--- config.mk ---
export PLATFORM = sky130hd
export DESIGN_NAME = key_repeat_tracker_core
export DESIGN_NICKNAME = d
export VERILOG_FILES = /design/src/rtl/core/krt_pkg.sv /design/src/rtl/core/krt_ram.sv /design/src/rtl/core/krt_ctrl.sv /design/src/rtl/core/krt_datapath.sv /design/src/rtl/core/key_repeat_tracker_core.sv
export SDC_FILE = /design/constraint.sdc
export NUM_CORES = 2
export LEC_CHECK = 0
export ABC_AREA = 0
export BUFFER_PORTS_ARGS = -buffer_cell sky130_fd_sc_hd__buf_2
export CAP_MARGIN = 20
export CORE_ASPECT_RATIO = 1.25
export CORE_MARGIN = 10
export CORE_UTILIZATION = 25
export CTS_CLUSTER_DIAMETER = 60
export DETAILED_ROUTE_END_ITERATION = 12
export SYNTH_ARGS = -nofsm -noshare
export SYNTH_HDL_FRONTEND = slang
export SYNTH_SLANG_ARGS = --single-unit
--- constraint.sdc ---
create_clock -name clk -period 8.1 [get_ports clk]
set_input_delay 1.215 -clock clk [delete_from_list [all_inputs] [get_ports clk]]
set_output_delay 1.215 -clock clk [all_outputs]
set_load 0.05 [all_outputs]
--- src/rtl/core/krt_pkg.sv ---
// Types, codes and reset constants for the key repeat tracker.
// No dependencies; used by every RTL file of the block except krt_ram.
package krt_pkg;

  localparam int KEY_W      = 18;
  localparam int TIME_W     = 32;
  localparam int CFG_IDX_W  = 2;
  localparam int CFG_DATA_W = 16;

  // Command codes
  localparam logic [2:0] CMD_PRESS    = 3'd0;
  localparam logic [2:0] CMD_RELEASE  = 3'd1;
  localparam logic [2:0] CMD_POLL     = 3'd2;
  localparam logic [2:0] CMD_TICK     = 3'd3;
  localparam logic [2:0] CMD_SET_REP  = 3'd4;
  localparam logic [2:0] CMD_ALL_REP  = 3'd5;
  localparam logic [2:0] CMD_DEACT    = 3'd6;

  // Config register indexes
  localparam logic [CFG_IDX_W-1:0] CFG_INITIAL_DELAY   = 2'd0;
  localparam logic [CFG_IDX_W-1:0] CFG_REPEAT_INTERVAL = 2'd1;
  localparam logic [CFG_IDX_W-1:0] CFG_MENU_MODE       = 2'd2;

  localparam logic [15:0] RST_INITIAL_DELAY   = 16'd500;
  localparam logic [15:0] RST_REPEAT_INTERVAL = 16'd30;
  localparam logic        RST_MENU_MODE       = 1'b1;

  typedef struct packed {
    logic [2:0]  cmd;
    logic [2:0]  key_source;
    logic [9:0]  key_code;
    logic [4:0]  key_axis;
    logic        repeat_enable;
    logic [31:0] now_ms;
  } in_item_t;

  typedef struct packed {
    logic       fired;
    logic [2:0] fire_source;
    logic [9:0] fire_code;
    logic [4:0] fire_axis;
    logic       is_repeat;
    logic       table_full;
    logic       last;
  } out_item_t;

  typedef enum logic [3:0] {
    ST_IDLE,
    ST_LOOK,
    ST_TAKE,
    ST_TREAD,
    ST_EVAL,
    ST_FULL,
    ST_GLOBAL,
    ST_TICK,
    ST_FLUSH
  } state_t;

  // Controller -> datapath
  typedef struct packed {
    logic load;       // capture item, clear scan state
    logic scan;       // step the slot scan
    logic tick;       // scan evaluates repeats instead of matching keys
    logic take;       // allocate the first free slot
    logic time_rd;    // read stamp of the selected slot
    logic key_op;     // apply per-key command, emit result
    logic full_op;    // emit table-full result
    logic global_op;  // apply global command, emit result
    logic flush;      // emit the held tick result (or an empty one) as last
  } ctrl_cmd_t;

  // Datapath -> controller
  typedef struct packed {
    logic hit;
    logic scan_done;
    logic has_free;
  } dp_status_t;

endpackage

--- src/rtl/core/krt_ram.sv ---
// Generic simple dual-port RAM: one write port, one registered read port.
// No dependencies.
module krt_ram #(
  parameter int WIDTH = 8,
  parameter int DEPTH = 16
) (
  input  logic                                        clk,
  input  logic                                        we,
  input  logic [((DEPTH > 1) ? $clog2(DEPTH) : 1)-1:0] waddr,
  input  logic [WIDTH-1:0]                            wdata,
  input  logic [((DEPTH > 1) ? $clog2(DEPTH) : 1)-1:0] raddr,
  output logic [WIDTH-1:0]                            rdata
);

  logic [WIDTH-1:0] mem_r [DEPTH];
  logic [WIDTH-1:0] rdata_r;

  always_ff @(posedge clk) begin
    if (we) begin
      mem_r[waddr] <= wdata;
    end
    rdata_r <= mem_r[raddr];
  end

  assign rdata = rdata_r;

endmodule

--- src/rtl/core/krt_ctrl.sv ---
// Sequencer for the key repeat tracker: decodes the command and steps the datapath.
// Depends on krt_pkg.
module krt_ctrl (
  input  logic                clk,
  input  logic                rst_n,
  input  logic                start,
  input  logic [2:0]          in_cmd,
  input  krt_pkg::dp_status_t status,
  output krt_pkg::ctrl_cmd_t  ctrl,
  output logic                busy
);

  krt_pkg::state_t state_r, state_nxt;

  always_ff @(posedge clk) begin
    if (!rst_n) begin
      state_r <= krt_pkg::ST_IDLE;
    end else begin
      state_r <= state_nxt;
    end
  end

  always_comb begin
    state_nxt = state_r;
    ctrl      = '0;
    case (state_r)
      krt_pkg::ST_IDLE: begin
        if (start) begin
          ctrl.load = 1'b1;
          if (in_cmd inside {krt_pkg::CMD_PRESS, krt_pkg::CMD_RELEASE,
                             krt_pkg::CMD_POLL, krt_pkg::CMD_SET_REP}) begin
            state_nxt = krt_pkg::ST_LOOK;
          end else if (in_cmd == krt_pkg::CMD_TICK) begin
            state_nxt = krt_pkg::ST_TICK;
          end else begin
            state_nxt = krt_pkg::ST_GLOBAL;
          end
        end
      end
      krt_pkg::ST_LOOK: begin
        ctrl.scan = 1'b1;
        if (status.hit) begin
          state_nxt = krt_pkg::ST_TREAD;
        end else if (status.scan_done) begin
          state_nxt = status.has_free ? krt_pkg::ST_TAKE : krt_pkg::ST_FULL;
        end
      end
      krt_pkg::ST_TAKE: begin
        ctrl.take = 1'b1;
        state_nxt = krt_pkg::ST_TREAD;
      end
      krt_pkg::ST_TREAD: begin
        ctrl.time_rd = 1'b1;
        state_nxt    = krt_pkg::ST_EVAL;
      end
      krt_pkg::ST_EVAL: begin
        ctrl.key_op = 1'b1;
        state_nxt   = krt_pkg::ST_IDLE;
      end
      krt_pkg::ST_FULL: begin
        ctrl.full_op = 1'b1;
        state_nxt    = krt_pkg::ST_IDLE;
      end
      krt_pkg::ST_GLOBAL: begin
        ctrl.global_op = 1'b1;
        state_nxt      = krt_pkg::ST_IDLE;
      end
      krt_pkg::ST_TICK: begin
        ctrl.scan = 1'b1;
        ctrl.tick = 1'b1;
        if (status.scan_done) begin
          state_nxt = krt_pkg::ST_FLUSH;
        end
      end
      krt_pkg::ST_FLUSH: begin
        ctrl.flush = 1'b1;
        state_nxt  = krt_pkg::ST_IDLE;
      end
      default: begin
        state_nxt = krt_pkg::ST_IDLE;
      end
    endcase
  end

  assign busy = (state_r != krt_pkg::ST_IDLE);

endmodule

--- src/rtl/core/krt_datapath.sv ---
// Key table, per-slot flags, repeat timing check and result register.
// Depends on krt_pkg and krt_ram.
module krt_datapath #(
  parameter int KEY_SLOTS = 16
) (
  input  logic                                 clk,
  input  logic                                 rst_n,
  input  krt_pkg::in_item_t                    in_data,
  input  krt_pkg::ctrl_cmd_t                   ctrl,
  output krt_pkg::dp_status_t                  status,
  input  logic                                 cfg_we,
  input  logic [krt_pkg::CFG_IDX_W-1:0]        cfg_index,
  input  logic [krt_pkg::CFG_DATA_W-1:0]       cfg_data,
  output krt_pkg::out_item_t                   out_data,
  output logic                                 out_valid
);

  localparam int IDX_W = (KEY_SLOTS > 1) ? $clog2(KEY_SLOTS) : 1;
  localparam int CNT_W = $clog2(KEY_SLOTS + 1);

  function automatic krt_pkg::out_item_t mk_result(
    input logic                     fired,
    input logic [krt_pkg::KEY_W-1:0] key,
    input logic                     rep,
    input logic                     full,
    input logic                     last
  );
    krt_pkg::out_item_t r;
    r             = '0;
    r.fired       = fired;
    r.fire_source = fired ? key[17:15] : 3'd0;
    r.fire_code   = fired ? key[14:5]  : 10'd0;
    r.fire_axis   = fired ? key[4:0]   : 5'd0;
    r.is_repeat   = fired & rep;
    r.table_full  = full;
    r.last        = last;
    return r;
  endfunction

  // Registers
  krt_pkg::in_item_t  item_r, item_nxt;
  logic [15:0]        delay_r, delay_nxt;
  logic [15:0]        interval_r, interval_nxt;
  logic               menu_r, menu_nxt;
  logic [KEY_SLOTS-1:0] valid_r, valid_nxt;
  logic [KEY_SLOTS-1:0] active_r, active_nxt;
  logic [KEY_SLOTS-1:0] repeating_r, repeating_nxt;
  logic [KEY_SLOTS-1:0] repeatable_r, repeatable_nxt;
  logic [CNT_W-1:0]   rd_cnt_r, rd_cnt_nxt;
  logic               cmp_vld_r, cmp_vld_nxt;
  logic [IDX_W-1:0]   cmp_idx_r, cmp_idx_nxt;
  logic [IDX_W-1:0]   slot_r, slot_nxt;
  logic [IDX_W-1:0]   free_idx_r, free_idx_nxt;
  logic               free_found_r, free_found_nxt;
  krt_pkg::out_item_t pend_r, pend_nxt;
  logic               pend_vld_r, pend_vld_nxt;
  krt_pkg::out_item_t out_r, out_nxt;
  logic               out_vld_r, out_vld_nxt;

  // RAM ports
  logic [krt_pkg::KEY_W-1:0]  key_rd;
  logic [krt_pkg::TIME_W-1:0] time_rd;
  logic                       time_we;
  logic [IDX_W-1:0]           time_waddr;
  logic [krt_pkg::TIME_W-1:0] time_wdata;
  logic [IDX_W-1:0]           time_raddr;

  // Repeat check
  logic [krt_pkg::KEY_W-1:0]  item_key;
  logic [IDX_W-1:0]           cur_idx;
  logic [krt_pkg::TIME_W-1:0] elapsed;
  logic [krt_pkg::TIME_W-1:0] thr;
  logic                       eligible;
  logic                       rep_fire;
  logic                       look_cmp;
  logic                       key_match;

  assign item_key  = {item_r.key_source, item_r.key_code, item_r.key_axis};
  assign cur_idx   = ctrl.tick ? cmp_idx_r : slot_r;
  assign elapsed   = item_r.now_ms - time_rd;
  assign thr       = repeating_r[cur_idx] ? {16'd0, interval_r} : {16'd0, delay_r};
  assign eligible  = active_r[cur_idx] & (repeatable_r[cur_idx] | menu_r);
  assign rep_fire  = eligible & (elapsed > thr);
  assign look_cmp  = ctrl.scan & ~ctrl.tick & cmp_vld_r;
  assign key_match = valid_r[cmp_idx_r] & (key_rd == item_key);
  assign time_raddr = ctrl.time_rd ? slot_r : rd_cnt_r[IDX_W-1:0];

  assign status.hit       = look_cmp & key_match;
  assign status.scan_done = cmp_vld_r & (cmp_idx_r == IDX_W'(KEY_SLOTS - 1));
  assign status.has_free  = free_found_r | (cmp_vld_r & ~valid_r[cmp_idx_r]);

  krt_ram #(
    .WIDTH (krt_pkg::KEY_W),
    .DEPTH (KEY_SLOTS)
  ) u_key_ram (
    .clk   (clk),
    .we    (ctrl.take),
    .waddr (free_idx_r),
    .wdata (item_key),
    .raddr (rd_cnt_r[IDX_W-1:0]),
    .rdata (key_rd)
  );

  krt_ram #(
    .WIDTH (krt_pkg::TIME_W),
    .DEPTH (KEY_SLOTS)
  ) u_time_ram (
    .clk   (clk),
    .we    (time_we),
    .waddr (time_waddr),
    .wdata (time_wdata),
    .raddr (time_raddr),
    .rdata (time_rd)
  );

  always_comb begin
    item_nxt       = item_r;
    delay_nxt      = delay_r;
    interval_nxt   = interval_r;
    menu_nxt       = menu_r;
    valid_nxt      = valid_r;
    active_nxt     = active_r;
    repeating_nxt  = repeating_r;
    repeatable_nxt = repeatable_r;
    rd_cnt_nxt     = rd_cnt_r;
    cmp_vld_nxt    = 1'b0;
    cmp_idx_nxt    = rd_cnt_r[IDX_W-1:0];
    slot_nxt       = slot_r;
    free_idx_nxt   = free_idx_r;
    free_found_nxt = free_found_r;
    pend_nxt       = pend_r;
    pend_vld_nxt   = pend_vld_r;
    out_nxt        = out_r;
    out_vld_nxt    = 1'b0;
    time_we        = 1'b0;
    time_waddr     = cur_idx;
    time_wdata     = item_r.now_ms;

    if (cfg_we) begin
      case (cfg_index)
        krt_pkg::CFG_INITIAL_DELAY:   delay_nxt    = cfg_data;
        krt_pkg::CFG_REPEAT_INTERVAL: interval_nxt = cfg_data;
        krt_pkg::CFG_MENU_MODE:       menu_nxt     = cfg_data[0];
        default: ;
      endcase
    end

    if (ctrl.load) begin
      item_nxt       = in_data;
      rd_cnt_nxt     = '0;
      free_found_nxt = 1'b0;
      pend_vld_nxt   = 1'b0;
    end

    // Slot scan: issue one read a cycle, compare its data in the following cycle
    if (ctrl.scan && (rd_cnt_r < CNT_W'(KEY_SLOTS))) begin
      rd_cnt_nxt  = rd_cnt_r + 1'b1;
      cmp_vld_nxt = 1'b1;
    end

    if (look_cmp) begin
      if (key_match) begin
        slot_nxt = cmp_idx_r;
      end
      if (!valid_r[cmp_idx_r] && !free_found_r) begin
        free_idx_nxt   = cmp_idx_r;
        free_found_nxt = 1'b1;
      end
    end

    if (ctrl.take) begin
      slot_nxt                   = free_idx_r;
      valid_nxt[free_idx_r]      = 1'b1;
      active_nxt[free_idx_r]     = 1'b0;
      repeating_nxt[free_idx_r]  = 1'b0;
      repeatable_nxt[free_idx_r] = 1'b1;
      time_we                    = 1'b1;
      time_waddr                 = free_idx_r;
      time_wdata                 = '0;
    end

    if (ctrl.key_op) begin
      out_vld_nxt = 1'b1;
      out_nxt     = mk_result(1'b0, '0, 1'b0, 1'b0, 1'b1);
      if (item_r.cmd == krt_pkg::CMD_PRESS && !active_r[slot_r]) begin
        active_nxt[slot_r] = 1'b1;
        time_we            = 1'b1;
        out_nxt            = mk_result(1'b1, item_key, 1'b0, 1'b0, 1'b1);
      end else if (item_r.cmd inside {krt_pkg::CMD_PRESS, krt_pkg::CMD_POLL}) begin
        if (rep_fire) begin
          repeating_nxt[slot_r] = 1'b1;
          time_we               = 1'b1;
          out_nxt               = mk_result(1'b1, item_key, 1'b1, 1'b0, 1'b1);
        end
      end else if (item_r.cmd == krt_pkg::CMD_RELEASE) begin
        active_nxt[slot_r]    = 1'b0;
        repeating_nxt[slot_r] = 1'b0;
      end else begin
        repeatable_nxt[slot_r] = item_r.repeat_enable;
      end
    end

    // Tick: one held result so the final one can carry last
    if (ctrl.tick && cmp_vld_r && valid_r[cmp_idx_r] && rep_fire) begin
      repeating_nxt[cmp_idx_r] = 1'b1;
      time_we                  = 1'b1;
      if (pend_vld_r) begin
        out_nxt     = pend_r;
        out_vld_nxt = 1'b1;
      end
      pend_nxt     = mk_result(1'b1, key_rd, 1'b1, 1'b0, 1'b0);
      pend_vld_nxt = 1'b1;
    end

    if (ctrl.flush) begin
      out_vld_nxt = 1'b1;
      if (pend_vld_r) begin
        out_nxt      = pend_r;
        out_nxt.last = 1'b1;
      end else begin
        out_nxt = mk_result(1'b0, '0, 1'b0, 1'b0, 1'b1);
      end
      pend_vld_nxt = 1'b0;
    end

    if (ctrl.full_op) begin
      out_vld_nxt = 1'b1;
      out_nxt     = mk_result(1'b0, '0, 1'b0, 1'b1, 1'b1);
    end

    if (ctrl.global_op) begin
      out_vld_nxt = 1'b1;
      out_nxt     = mk_result(1'b0, '0, 1'b0, 1'b0, 1'b1);
      case (item_r.cmd)
        krt_pkg::CMD_ALL_REP: repeatable_nxt = '1;
        krt_pkg::CMD_DEACT:   active_nxt     = '0;
        default: ;
      endcase
    end
  end

  always_ff @(posedge clk) begin
    if (!rst_n) begin
      delay_r      <= krt_pkg::RST_INITIAL_DELAY;
      interval_r   <= krt_pkg::RST_REPEAT_INTERVAL;
      menu_r       <= krt_pkg::RST_MENU_MODE;
      valid_r      <= '0;
      active_r     <= '0;
      repeating_r  <= '0;
      repeatable_r <= '1;
      rd_cnt_r     <= '0;
      cmp_vld_r    <= 1'b0;
      free_found_r <= 1'b0;
      pend_vld_r   <= 1'b0;
      out_vld_r    <= 1'b0;
    end else begin
      delay_r      <= delay_nxt;
      interval_r   <= interval_nxt;
      menu_r       <= menu_nxt;
      valid_r      <= valid_nxt;
      active_r     <= active_nxt;
      repeating_r  <= repeating_nxt;
      repeatable_r <= repeatable_nxt;
      rd_cnt_r     <= rd_cnt_nxt;
      cmp_vld_r    <= cmp_vld_nxt;
      free_found_r <= free_found_nxt;
      pend_vld_r   <= pend_vld_nxt;
      out_vld_r    <= out_vld_nxt;
    end
  end

  always_ff @(posedge clk) begin
    item_r     <= item_nxt;
    cmp_idx_r  <= cmp_idx_nxt;
    slot_r     <= slot_nxt;
    free_idx_r <= free_idx_nxt;
    pend_r     <= pend_nxt;
    out_r      <= out_nxt;
  end

  assign out_data  = out_r;
  assign out_valid = out_vld_r;

endmodule

--- src/rtl/core/key_repeat_tracker_core.sv ---
// Top level of the key repeat tracker: sequencer plus datapath.
// Depends on krt_pkg, krt_ctrl, krt_datapath (and krt_ram below it).
//
//  channel | ports                                  | transaction
//  --------+----------------------------------------+-----------------------------
//  input   | start, busy, in_data                   | start && !busy at clk edge
//  result  | out_valid, out_data                    | out_valid, one cycle, no stall
//  config  | cfg_valid, cfg_ready, cfg_index, cfg_data | cfg_valid && cfg_ready
//
// Per-key commands: the key search walks the key RAM one slot a cycle; on a miss
//   ST_TAKE allocates a free slot (ST_FULL if none), ST_TREAD reads the slot's
//   stamp and ST_EVAL evaluates. Tick: one slot a cycle through the stamp RAM.
// Global commands run in ST_GLOBAL. Result appears in the same cycle busy drops
//   (tick results may also appear while busy); a new item can be taken then.
// rst_n is synchronous; it resets flags and config, RAM contents are not cleared.
// The result side cannot stall, so there is no backpressure path.
module key_repeat_tracker_core #(
  parameter int KEY_SLOTS = 16
) (
  input  logic                            clk,
  input  logic                            rst_n,
  // input transactions
  input  logic                            start,
  output logic                            busy,
  input  krt_pkg::in_item_t               in_data,
  // result transactions
  output logic                            out_valid,
  output krt_pkg::out_item_t              out_data,
  // config writes
  input  logic                            cfg_valid,
  output logic                            cfg_ready,
  input  logic [krt_pkg::CFG_IDX_W-1:0]   cfg_index,
  input  logic [krt_pkg::CFG_DATA_W-1:0]  cfg_data
);

  krt_pkg::ctrl_cmd_t  ctrl;
  krt_pkg::dp_status_t status;

  // Config regs live in the datapath and take a write in any cycle.
  assign cfg_ready = 1'b1;

  krt_ctrl u_ctrl (
    .clk    (clk),
    .rst_n  (rst_n),
    .start  (start),
    .in_cmd (in_data.cmd),
    .status (status),
    .ctrl   (ctrl),
    .busy   (busy)
  );

  krt_datapath #(
    .KEY_SLOTS (KEY_SLOTS)
  ) u_dp (
    .clk       (clk),
    .rst_n     (rst_n),
    .in_data   (in_data),
    .ctrl      (ctrl),
    .status    (status),
    .cfg_we    (cfg_valid & cfg_ready),
    .cfg_index (cfg_index),
    .cfg_data  (cfg_data),
    .out_data  (out_data),
    .out_valid (out_valid)
  );

endmodule

==> key figures <==
Place
  • DP HPWL: between 60 and 70 mm
  • Number of buffers added on ports: around 100
  • Placement Cell Area: approximately 47,000 um2
  • Placed cells: approximately 5,000
  • Gpl congestion: 0.901

Final layout
  • Share of post-route cells with drive strength above 1: 0.220
  • Final instance area: approximately 51,000 um2
  • Nets: ~2,900
  • Non-Filler Instances: 5,130
  • Layout Area Growth over Synthesis: 16.7%
  • Fin util: 0.294

Clock network
  • CTS Root Buffer Type: clkbuf_16
  • CTS buffer count: about 110
  • Clk_lat worst skew: 0.72 ns
  • CTS tree: done
  • Clock-pin slew on the worst setup and hold paths: roughly 0.070 ns
  • Post CTS Setup Buffer Count: 0
  • H-tree Lvls: 3
  • Resize count post-CTS: 0
  • CTS max path bufs: 3
  • CTS Sinks: around 1,100
  • Hold Buf Count CTS: 0

STA
  • Max-slew violations: 0
  • RSZ-0062 raised after global routing: false
  • Hold Violations, Final: 0
  • Worst Skew: 0.0352 ns
  • Final worst-path cycle share: 0.885
  • Setup Viol. Count Final: 0
  • Setup tns final: 0 ns
  • Final min period: slightly above 7 ns
  • Slew HR: 0.275
  • Min Hold Slack: about 0.45 ns
  • Fmax: roughly 140 MHz
  • Slew @ Worst Pin: roughly 1.1 ns

Worst setup path
  • Crit start category: register
  • CP max FO: 22
  • Setup CP Type: reg2reg
  • Worst EP required: roughly 8.5 ns
  • Reg2reg start: u_ctrl.state_r[1]$_SDFFE_PN0P_
  • Arrival time of the worst setup path: between 7 and 8 ns
  • Crit path from: u_ctrl.state_r[1]$_SDFFE_PN0P_
  • Worst setup EP type: register

GRT
  • First-pass GRT wire length: 161 mm
  • Aggregate global routing overflow: 0
  • Antenna violations before repair: 11
  • Total GRT Usage: 0.111
  • Largest net degree at the start of global routing: approximately 130
  • Vias in the first global route: around 24,000

Synthesis
  • Seq/Total Area, Yosys: 0.696
  • EDFF count, synth: 880
  • Yosys top cell by area: edfxtp_1
  • Post-Syn Instances: 2,662
  • Netlist cell types: around 70
  • Most numerous cell in the Yosys netlist: edfxtp_1
  • Post-synthesis async set-or-reset flop share: 0
  • Synthesized area: 43,300 um2
  • Post-synth top area share: 0.610
  • Post-synth top flop: edfxtp_1
  • Synth top cells by count: edfxtp_1, nand2_1, mux4_2, dfxtp_1, clkbuf_1
  • Avg Synthesized Cell Area: 16.3 um2
  • Mapped Nets: ~2,800
  • Most area-consuming cells after synthesis: edfxtp_1, mux4_2, dfxtp_1
  • Yosys reg bits: between 1,000 and 1,500
  • Synthesis Warnings: 0

Routing
  • Drt initial violations: 2,313
  • Post-Route WL: approximately 110 mm
  • Vias per inst: ~4.8
  • Wire length per cell: 21.2 um
  • Via count: between 20,000 and 25,000
  • Antenna Nets Post-Route: 0
  • # DRC: 0
  • First-pass iteration count of the detailed router: 6

Die
  • Die Ht: between 400 and 500 um
  • IO Pins: 101
  • Die ar.: between 150,000 and 200,000 um2
  • Cell row count: between 150 and 200
  • Core Footprint: 172,000 um2
  • Die span in x: around 400 um
  • Initial Utilization: 0.252

Power and ir drop
  • Sw Ratio: 0.301
  • Leak Pwr: roughly 16 nW
  • Comb power frac: 0.225
  • Internal power: approximately 11 mW
  • NetSw: about 4.7 mW
  • Pwr/cell area: approximately 310 nW/um2
  • Seq pwr share: 0.444
  • Peak supply drop: approximately 0.23 mV
  • Power share of the clock group: 0.331

Min path
  • Worst Hold Launch: u_dp.u_key_ram.rdata[16]$_DFF_P_
  • Hold Crit Class: reg2reg

Outcome
  • Status: completed

Job
  • Max-cap violations: 0
## cells in the final DEF (no fill, tap or decap), types with 9 or more instances in the layout
master	Yosys	layout
edfxtp_1	880	880
nand2_1	279	278
mux4_2	232	232
dfxtp_1	186	183
clkbuf_16	0	109
buf_2	7	99
nor2_1	82	72
and2_1	72	69
o21ai_0	65	65
a21oi_1	63	62
inv_1	60	57
buf_4	3	53
ha_1	48	48
a211oi_1	45	45
a21boi_0	41	41
a31oi_1	39	39
nand3_1	33	33
a22oi_1	31	31
xnor2_1	30	30
o21a_1	29	29
mux2i_1	32	28
clkinv_2	0	26
nand4_1	23	23
nor3_1	34	23
nor3b_1	23	22
nand2b_1	19	19
nor2b_1	17	16
a221oi_1	15	15
bufinv_16	0	14
and2_0	13	13
clkinv_1	0	12
nor3_2	0	11
xor2_1	11	11
a221o_1	11	11
clkbuf_1	99	11
clkbuf_8	0	10
o211ai_1	9	9
o22ai_1	9	9
## routing by layer
layer	GRT usage	wire [um]	part of all wire
met1	0.158	48700	0.45
met2	0.167	48500	0.45
met3	0.0263	9000	0.083
met4	0.0295	2450	0.023
met5	0	83	0.00076
## worst max-delay path, cell delays in order, from the launching register on
cell and delay, ns:
dfxtp_1 0.54, nand4b_1 0.14, buf_4 0.20, mux2i_2 0.36, buf_4 0.31, mux4_2 0.53, mux2i_1 0.19, a21oi_2 0.11
buf_4 0.28, mux2i_1 0.18, ha_1 0.32, nand4_1 0.16, nor4_1 0.36, a21oi_1 0.08, a2111oi_0 0.43, o311ai_0 0.34
nor4_4 0.63, nand4_1 0.15, buf_4 0.21, a21oi_1 0.25, o21a_1 0.47, nor3_2 0.27, buf_4 0.32
## power groups by stage
stage                     registers [mW]  clock network (mW)  logic (mW)
after floorplan                     6.93                   0        2.50
after global placement              7.06                   0        3.50
after detailed placement            7.07                   0        3.52
after CTS                           6.96                5.30        3.53
after global routing                6.99                5.51        3.86
final                               6.95                5.19        3.53
## worst paths after layout
check	to	slack, ns	cells past startpoint
setup / recovery	u_dp.u_time_ram.mem_r[11][18]$_DFFE_PP_	0.93	22
hold / removal	u_dp.pend_r[19]$_DFFE_PN_	0.45	0
setup reg to reg	u_dp.u_time_ram.mem_r[11][18]$_DFFE_PP_	0.93	22
hold reg to reg	u_dp.pend_r[19]$_DFFE_PN_	0.45	0
## flip-flops by register name (all words and copies together) (netlist names), 5 cells and up
register and cells:
u_dp.u_time_ram.mem_r 512, u_dp.u_key_ram.mem_r 288, u_dp.item_r 36, u_dp.u_time_ram.rdata 32, u_dp.out_data 22, u_dp.item_key 18, u_dp.pend_r 18, u_dp.u_key_ram.rdata 18
u_dp.active_r 16, u_dp.delay_r 16, u_dp.interval_r 16, u_dp.repeatable_r 16, u_dp.repeating_r 16, u_dp.valid_r 16, u_dp.rd_cnt_r 5
## layout make-up
cell class	instances	area, um2
multi-input cells	1395	12600
fillers	16900	122000
repair buffers	162	1060
clock buffers	127	2870
inverters	61	230
flip-flops and latches	1066	30200
clock inverters	75	886
diodes	8	20.0
well taps	2236	2800
## through the flow
| stage | total power, mW | setup slack [ns] |
|---|---|---|
| 2_1_floorplan | 9.43 | 0.640 |
| 3_5_place_dp | 10.6 | 1.02 |
| 5_1_grt | 16.4 | 0.326 |
| 6_report | 15.7 | 0.930 |
| 3_3_place_gp | 10.6 | 1.04 |
| 4_1_cts | 15.8 | 0.943 |
## cells by family after synthesis
logic type	after synthesis	share of synthesized area
flip-flops	1066	0.696
AND/OR/NAND/NOR	630	0.0699
AO/OA/AOI/OAI	404	0.0637
multiplexers	270	0.130
buffers and inverters	201	0.0184
adder cells (fa/ha/maj)	49	0.0143
XOR/XNOR	41	0.00829
other	1	0.0000865
Note: power is estimated with default switching activity, not from simulation.
